$ cat config.mk
export PLATFORM = sky130hd
export DESIGN_NAME = ps2_mouse_packet_cursor
export DESIGN_NICKNAME = d
export VERILOG_FILES = /design/src/hw/rtl/ps2mc_pkg.sv /design/src/hw/rtl/ps2_mouse_packet_cursor.sv
export SDC_FILE = /design/constraint.sdc
export NUM_CORES = 1
export LEC_CHECK = 0
export BUFFER_PORTS_ARGS = -buffer_cell sky130_fd_sc_hd__buf_4
export CAP_MARGIN = 20
export CORE_MARGIN = 1
export CORE_UTILIZATION = 45
export CTS_CLUSTER_SIZE = 16
export DETAILED_ROUTE_END_ITERATION = 6
export HOLD_SLACK_MARGIN = 0.15
export PLACE_DENSITY = 0.64
export SETUP_SLACK_MARGIN = 0.1
export SLEW_MARGIN = 10
export SYNTH_ARGS = -nofsm -noshare
export SYNTH_HDL_FRONTEND = slang
export SYNTH_SLANG_ARGS = --single-unit
$ cat constraint.sdc
create_clock -name aclk -period 6.3 [get_ports aclk]
set_clock_uncertainty 0.15 [all_clocks]
set_input_delay 0.945 -clock aclk [delete_from_list [all_inputs] [get_ports aclk]]
set_output_delay 0.945 -clock aclk [all_outputs]
set_load 0.005 [all_outputs]
$ cat src/hw/rtl/ps2mc_pkg.sv
package ps2mc_pkg;

    localparam int COORD_BITS = 12;
    localparam int BYTE_BITS  = 8;

    localparam int STAT_READY_BIT = 0;
    localparam int STAT_AUX_BIT   = 5;
    localparam int HDR_LEFT_BIT   = 0;
    localparam int HDR_XSIGN_BIT  = 4;
    localparam int HDR_YSIGN_BIT  = 5;

    localparam logic [COORD_BITS-1:0] MAX_X_RESET = COORD_BITS'(790);
    localparam logic [COORD_BITS-1:0] MAX_Y_RESET = COORD_BITS'(590);
    localparam logic [COORD_BITS-1:0] POS_X_RESET = COORD_BITS'(320);
    localparam logic [COORD_BITS-1:0] POS_Y_RESET = COORD_BITS'(240);

    localparam int CFG_IDX_BITS = 1;

    typedef enum logic [CFG_IDX_BITS-1:0] {
        CFG_MAX_X = 1'b0,
        CFG_MAX_Y = 1'b1
    } cfg_reg_t;

endpackage

$ cat src/hw/rtl/ps2_mouse_packet_cursor.sv
// Channel  | Direction | Word
// s_       | in        | ctrl_status, rx_byte
// m_       | out       | cursor_x, cursor_y, left_button
// cfg_     | in        | cfg_index, cfg_data (max_x, max_y)
//
// One word is taken per cycle unless a stalled result holds the input register; each
// word goes from the input register to the cursor update that registers the result.
// The cursor registers serve as the result register, with the button beside them.
// A stalled result only holds back a third byte; header and delta bytes keep flowing.
// Reset is synchronous and active low: cursor at (320, 240), limits at (790, 590).
module ps2_mouse_packet_cursor (
    input  logic                                aclk,
    input  logic                                aresetn,
    input  logic                                s_valid,
    output logic                                s_ready,
    input  logic [ps2mc_pkg::BYTE_BITS-1:0]     s_ctrl_status,
    input  logic [ps2mc_pkg::BYTE_BITS-1:0]     s_rx_byte,
    output logic                                m_valid,
    input  logic                                m_ready,
    output logic [ps2mc_pkg::COORD_BITS-1:0]    m_cursor_x,
    output logic [ps2mc_pkg::COORD_BITS-1:0]    m_cursor_y,
    output logic                                m_left_button,
    input  logic                                cfg_valid,
    output logic                                cfg_ready,
    input  logic [ps2mc_pkg::CFG_IDX_BITS-1:0]  cfg_index,
    input  logic [ps2mc_pkg::COORD_BITS-1:0]    cfg_data
);
    import ps2mc_pkg::*;

    localparam int SUM_BITS = COORD_BITS + 2;

    typedef enum logic [1:0] {
        BYTE_HEADER,
        BYTE_DX,
        BYTE_DY
    } byte_pos_t;

    byte_pos_t                  byte_idx_reg;
    logic                       in_valid_reg;
    logic [BYTE_BITS-1:0]       in_status_reg;
    logic [BYTE_BITS-1:0]       in_data_reg;
    logic [BYTE_BITS-1:0]       header_reg;
    logic [BYTE_BITS-1:0]       dx_reg;
    logic [COORD_BITS-1:0]      pos_x_reg;
    logic [COORD_BITS-1:0]      pos_y_reg;
    logic [COORD_BITS-1:0]      max_x_reg;
    logic [COORD_BITS-1:0]      max_y_reg;
    logic                       left_reg;
    logic                       out_valid_reg;

    logic                       byte_ok;
    logic                       completes;
    logic                       out_free;
    logic                       proc;
    logic signed [SUM_BITS-1:0] dx_ext;
    logic signed [SUM_BITS-1:0] dy_ext;
    logic signed [SUM_BITS-1:0] sum_x;
    logic signed [SUM_BITS-1:0] sum_y;
    logic [COORD_BITS-1:0]      pos_x_next;
    logic [COORD_BITS-1:0]      pos_y_next;

    always_comb begin
        byte_ok   = in_status_reg[STAT_READY_BIT] & in_status_reg[STAT_AUX_BIT];
        completes = byte_ok && (byte_idx_reg != BYTE_HEADER) && (byte_idx_reg != BYTE_DX);
        out_free  = !out_valid_reg || m_ready;
        proc      = in_valid_reg && (!completes || out_free);
    end

    assign s_ready       = !in_valid_reg || proc;
    assign cfg_ready     = 1'b1;
    assign m_valid       = out_valid_reg;
    assign m_cursor_x    = pos_x_reg;
    assign m_cursor_y    = pos_y_reg;
    assign m_left_button = left_reg;

    // The sign bits in the header extend each delta byte to SUM_BITS (fourteen) bits.
    always_comb begin
        dx_ext = $signed({{(SUM_BITS-BYTE_BITS){header_reg[HDR_XSIGN_BIT]}}, dx_reg});
        dy_ext = $signed({{(SUM_BITS-BYTE_BITS){header_reg[HDR_YSIGN_BIT]}}, in_data_reg});
        sum_x  = $signed({2'b00, pos_x_reg}) + dx_ext;
        sum_y  = $signed({2'b00, pos_y_reg}) - dy_ext;

        if (sum_x[SUM_BITS-1]) begin
            pos_x_next = '0;
        end else if (sum_x[SUM_BITS-2:0] > {1'b0, max_x_reg}) begin
            pos_x_next = max_x_reg;
        end else begin
            pos_x_next = sum_x[COORD_BITS-1:0];
        end

        if (sum_y[SUM_BITS-1]) begin
            pos_y_next = '0;
        end else if (sum_y[SUM_BITS-2:0] > {1'b0, max_y_reg}) begin
            pos_y_next = max_y_reg;
        end else begin
            pos_y_next = sum_y[COORD_BITS-1:0];
        end
    end

    always_ff @(posedge aclk) begin
        if (!aresetn) begin
            byte_idx_reg  <= BYTE_HEADER;
            in_valid_reg  <= 1'b0;
            out_valid_reg <= 1'b0;
            pos_x_reg     <= POS_X_RESET;
            pos_y_reg     <= POS_Y_RESET;
            max_x_reg     <= MAX_X_RESET;
            max_y_reg     <= MAX_Y_RESET;
        end else begin
            if (s_valid && s_ready) begin
                in_valid_reg  <= 1'b1;
                in_status_reg <= s_ctrl_status;
                in_data_reg   <= s_rx_byte;
            end else if (proc) begin
                in_valid_reg <= 1'b0;
            end

            if (out_valid_reg && m_ready) begin
                out_valid_reg <= 1'b0;
            end

            if (proc && byte_ok) begin
                unique case (byte_idx_reg)
                    BYTE_HEADER: begin
                        header_reg   <= in_data_reg;
                        byte_idx_reg <= BYTE_DX;
                    end
                    BYTE_DX: begin
                        dx_reg       <= in_data_reg;
                        byte_idx_reg <= BYTE_DY;
                    end
                    default: begin
                        pos_x_reg     <= pos_x_next;
                        pos_y_reg     <= pos_y_next;
                        left_reg      <= header_reg[HDR_LEFT_BIT];
                        out_valid_reg <= 1'b1;
                        byte_idx_reg  <= BYTE_HEADER;
                    end
                endcase
            end

            if (cfg_valid && cfg_ready) begin
                unique case (cfg_reg_t'(cfg_index))
                    CFG_MAX_X: max_x_reg <= cfg_data;
                    CFG_MAX_Y: max_y_reg <= cfg_data;
                    default: ;
                endcase
            end
        end
    end

    a_cursor_in_range: assert property (@(posedge aclk) disable iff (!aresetn)
        out_valid_reg |-> (pos_x_reg <= max_x_reg) && (pos_y_reg <= max_y_reg))
        else $error("cursor beyond its limit while a result is shown");

    a_result_from_third: assert property (@(posedge aclk) disable iff (!aresetn)
        $rose(out_valid_reg) |-> $past(proc && completes))
        else $error("result raised without a completed packet");

    a_packet_wraps: assert property (@(posedge aclk) disable iff (!aresetn)
        proc && completes |=> byte_idx_reg == BYTE_HEADER && out_valid_reg)
        else $error("packet end did not restart the byte count");

    a_held_word: assert property (@(posedge aclk) disable iff (!aresetn)
        in_valid_reg && !proc |=> in_valid_reg && $stable(in_data_reg)
            && $stable(in_status_reg))
        else $error("waiting input word was overwritten");

endmodule

[Word level (Yosys, flattened, before mapping)]
Index checks and enable logic that the tools add are counted.
Operators by class
  $lt $le $gt $ge: 2
  $add $sub $neg: 2
  mux-type cells: 10
  eq/ne operators: 2
  reduce and logical (&&, ||, !) cells: 23
  bitwise logic cells: 3
Operators by type and width (number)
  two-way mux 12 bit: 4
  greater-than comparator 13 x 12 -> 1 bit: 2
  adder 13 x 9 -> 14 bit: 1
  subtractor 13 x 9 -> 14 bit: 1
  AND reduction 3 bit: 3
  AND reduction 2 bit: 4
  logical AND 1 bit: 6
  two-way mux 1 bit: 5
  case mux 2 bit (2 select lines): 1
  nonzero test 2 bit: 2
  zero test 1 bit: 3
  logical OR 1 bit: 3
  equality test 2 x 1 -> 1 bit, second input constant: 1
  zero test 2 bit: 1
  inequality test 2 x 1 -> 1 bit, second input constant: 1
  NOT 1 bit: 2
  OR reduction 2 bit: 1
  bitwise AND 1 bit: 1
Storage, ports and cells
  bits of input ports: 34
  register bits: 81
  logic and storage cells: 54
  output and inout port bits: 28

[Longest topological paths before layout]
  word-level depth: 9
  mapped depth: 18

[Worst setup path after synthesis]
OpenSTA, ideal clock, no wires.
  path kind: reg-to-reg
  start point: reg pos_x_reg[0] (netlist: m_cursor_x[0])
  end point: reg pos_x_reg[0] (netlist: m_cursor_x[0])
  period minus slack after synthesis: 3.900 ns
  slack: 2.400 ns
  setup time: 0.128 ns
  stages on the path, launching flop included: 17
  buffers on the path: 2
  arrival time: 3.622 ns
  cell sequence: dfxtp_1 > ha_1 > inv_1 > fa_1 > and2b_4 > o2111ai_2 > a31oi_4 > nor4_1 > a311o_1 > ha_1 > a2111oi_0 > a31oi_1 > or4_1 > buf_2 > buf_6 > mux2i_1 > o21ai_1
Between the ends
  cells in the longest elaborated chain, start to end: 4
RTL lines
  start, declared: RTL line ps2_mouse_packet_cursor.sv:44  | logic [COORD_BITS-1:0] pos_x_reg;
  start signal, assigned: RTL line ps2_mouse_packet_cursor.sv:133  | pos_x_reg <= pos_x_next;
  adder 13 x 9 -> 14 bit *: RTL line ps2_mouse_packet_cursor.sv:80  | sum_x = $signed({2'b00, pos_x_reg}) + dx_ext;
  greater-than comparator 13 x 12 -> 1 bit: RTL line ps2_mouse_packet_cursor.sv:85  | end else if (sum_x[SUM_BITS-2:0] > {1'b0, max_x_reg}) begin
  two-way mux 12 bit: RTL line ps2_mouse_packet_cursor.sv:85
  two-way mux 12 bit *: RTL line ps2_mouse_packet_cursor.sv:83  | if (sum_x[SUM_BITS-1]) begin
Every way passes the cells marked *; elsewhere a longest branch is shown, timed or not.
A chain may end at the register's enable or synchronous reset.

[Final worst setup path]
  start point: reg pos_x_reg[0] (netlist: m_cursor_x[0])
  end point: reg pos_x_reg[6] (netlist: m_cursor_x[6])
Same word-level chain as after synthesis.

==> metrics <==
# DRC=0; remaining antenna violation count=0; wire per inst=~15 µm; initial antenna violation count=0; Seq/Total Area, Yosys=0.367; fillers=between 900 and 1000; port bufs=54; endpoints failing setup=0; Final Hold Viols=0; critical path, cell by cell=ha_1, inv_1, fa_1, and2b_4, o2111ai_2, a31oi_4, nor4_1, a311o_1, ha_1, a2111oi_0, a31oi_1, or4_1, mux2i_1, o311ai_0; GPL Wtd Cong=0.899; f_max=roughly 220 MHz; crit start category=flip-flop; CTS Buf Count=9; Worst-Margin Slew=0.683 ns; final non-filler cell area=between 5000 and 6000 µm²; Synth Area per Inst=between 8 and 9 µm²; Final Util=0.541; met1 Usage GRT=0.293; Rows=36; CP Launch Point=m_cursor_x[0]; R2R Setup Slk=1.83 ns; first-pass iteration count of the detailed router=4; post-route insts no fill=roughly 710; Worst setup endpoint=m_cursor_x[6]; gr usage total=0.210; top post-synthesis cells by count=nand2_1 (79), dfxtp_1 (52), ha_1 (50); number of enable flip-flop cells after synthesis=22; clock-pin slew on the worst setup and hold paths=0.09 ns; setup tns final=0 ns; clk sinks=74; GRT met3 Usage=0.0384; CTS Hold Buffers Added=0; area of the multi-input gates=~2700 µm²; placed cell count=approximately 700; antenna cell count=0; final wirelength=10900 µm; routed via count=roughly 3800; Reg2Reg Depth=14; Synth cell types=57; Resize count post-CTS=0; Post-CTS Setup Bufs=0; CTS tree=yes; DP Wirelength=roughly 8600 µm; largest net degree at the start of global routing=40; Mapped Area=4640 µm²; Hold WS=0.285 ns; GRT overflow=0; max-cap viol count=0; ys flop type=dfxtp_1; unrepaired setup endpoints after global routing=no; crit path DAT=4.56 ns; Initial Util=0.470; type of the worst setup path=reg2reg; share of the synthesized area in the top cell type=0.225; Synth async-reset ratio=0; Final Max Slew Viols=0; outcome=finished, final reports clean; first-pass GRT wire length=between 15000 and 20000 µm; Die W=104 µm; Critical Path End Type=flip-flop; Final min period=about 4.5 ns; r2r endpoint=m_cursor_x[6]; core area=approximately 9900 µm²; register bit total from synthesis=74; Max IR drop VDD=between 150 and 200 µV; Power Density=around 190 nW/µm²; met2 GRT Util=0.325; WP data required=~6.4 ns; Crit path top cell by count=ha_1; Leak=roughly 2.3 nW; share of layout cells above drive strength 1=0.139; H-tree lvl count=3; Layout Area Growth over Synthesis=15.1%; Max stage delay on crit path=about 0.83 ns; Final period util=0.709; vias per inst=5.41; DRT iter0 DRCs=183; Synth area leader=dfxtp_1; buffer depth of the longest clock path=2; Slew HR=0.538; Worst Hold Class=reg2reg; DIE HEIGHT=roughly 100 µm; Final nets=657; count leader, synth=nand2_1; CP max stage cell=or4_1; reg-to-reg startpoint=m_cursor_x[0]; Cells after Synth=roughly 520; Mapped Nets=roughly 610; number of global-route vias before repair=~3600; clk root buf=clkbuf_8; worst-skew pair later-pin latency=0.35 ns; Die ar.=10700 µm²; Synth area leaders=dfxtp_1 (22%), edfxtp_1 (14%), ha_1 (13%); FF/Latch Area=around 1700 µm²; I/O pin count=between 60 and 70; GRT busiest layer=met2; critical-path maximum fanout=12; Syn. warnings=0; placed cell area=5140 µm²
==> power by group <==
part / switching [mW] / internal (mW)
clock: 0.199 / 0.150
sequential: 0.0108 / 0.504
combinational: 0.0737 / 0.0607
==> per-stage QoR <==
| step | setup slack [ns] | power (mW) |
|---|---|---|
| final | 1.83 | 0.998 |
| after global routing | 1.48 | 1.05 |
| after CTS | 1.82 | 1.01 |
| after detailed placement | 1.83 | 0.659 |
| after global placement | 1.84 | 0.655 |
| after floorplan | 2.40 | 0.617 |
==> worst min-delay path by stage <==
stage	slack [ns]	startpoint	depth (start not counted)	endpoint
2_1_floorplan	0.25	header_reg[0]	0	m_left_button
3_3_place_gp	0.26	header_reg[0]	0	m_left_button
3_5_place_dp	0.27	header_reg[0]	0	m_left_button
4_1_cts	0.29	header_reg[0]	0	m_left_button
5_1_grt	0.29	header_reg[0]	0	m_left_button
6_report	0.28	header_reg[0]	0	m_left_button
==> per-layer routing <==
metal | wire (µm) | share of wire
met5 | 0 | 0
met4 | 228 | 0.021
met3 | 507 | 0.046
met2 | 4770 | 0.44
met1 | 5410 | 0.50
==> critical path, delay by kind of cell (launching register included) <==
family | cells | cell delay [ns]
AOI/OAI and AO/OA | 6 | 1.54
and+or+nand+nor | 3 | 1.17
adders and majority gates | 3 | 0.87
DFF | 1 | 0.36
muxes | 1 | 0.23
buffers and inverters | 1 | 0.05
==> kinds of logic (layout without fill, tap and decap cells) <==
kind of cell | Yosys count | after routing | share of synthesized area
compound gates | 131 | 131 | 0.194
xor+xnor | 16 | 16 | 0.0302
fa+ha+maj | 52 | 52 | 0.144
buf+inv | 60 | 117 | 0.0521
flops | 74 | 74 | 0.367
mux | 23 | 23 | 0.0496
other cells | 1 | 1 | 0.000809
simple gates | 162 | 162 | 0.162
==> final cells by class <==
cell class,count,area share
multi-input combinational,385,0.505
tap,133,0.0312
inverter,44,0.0309
clock buffer,9,0.0232
timing repair buffer,57,0.0797
sequential,74,0.319
clock inverter,7,0.0115
==> placed cells by master (no fill, tap or decap), types with 18 or more instances in the layout <==
| cell | count |
|---|---|
| nor2_1 | 22 |
| nand2_1 | 79 |
| dfxtp_1 | 52 |
| edfxtp_1 | 22 |
| o211ai_1 | 18 |
| a21oi_1 | 20 |
| buf_4 | 56 |
| mux2i_1 | 23 |
| inv_1 | 44 |
| ha_1 | 50 |
No activity file was read; power rests on OpenSTA's default activity.
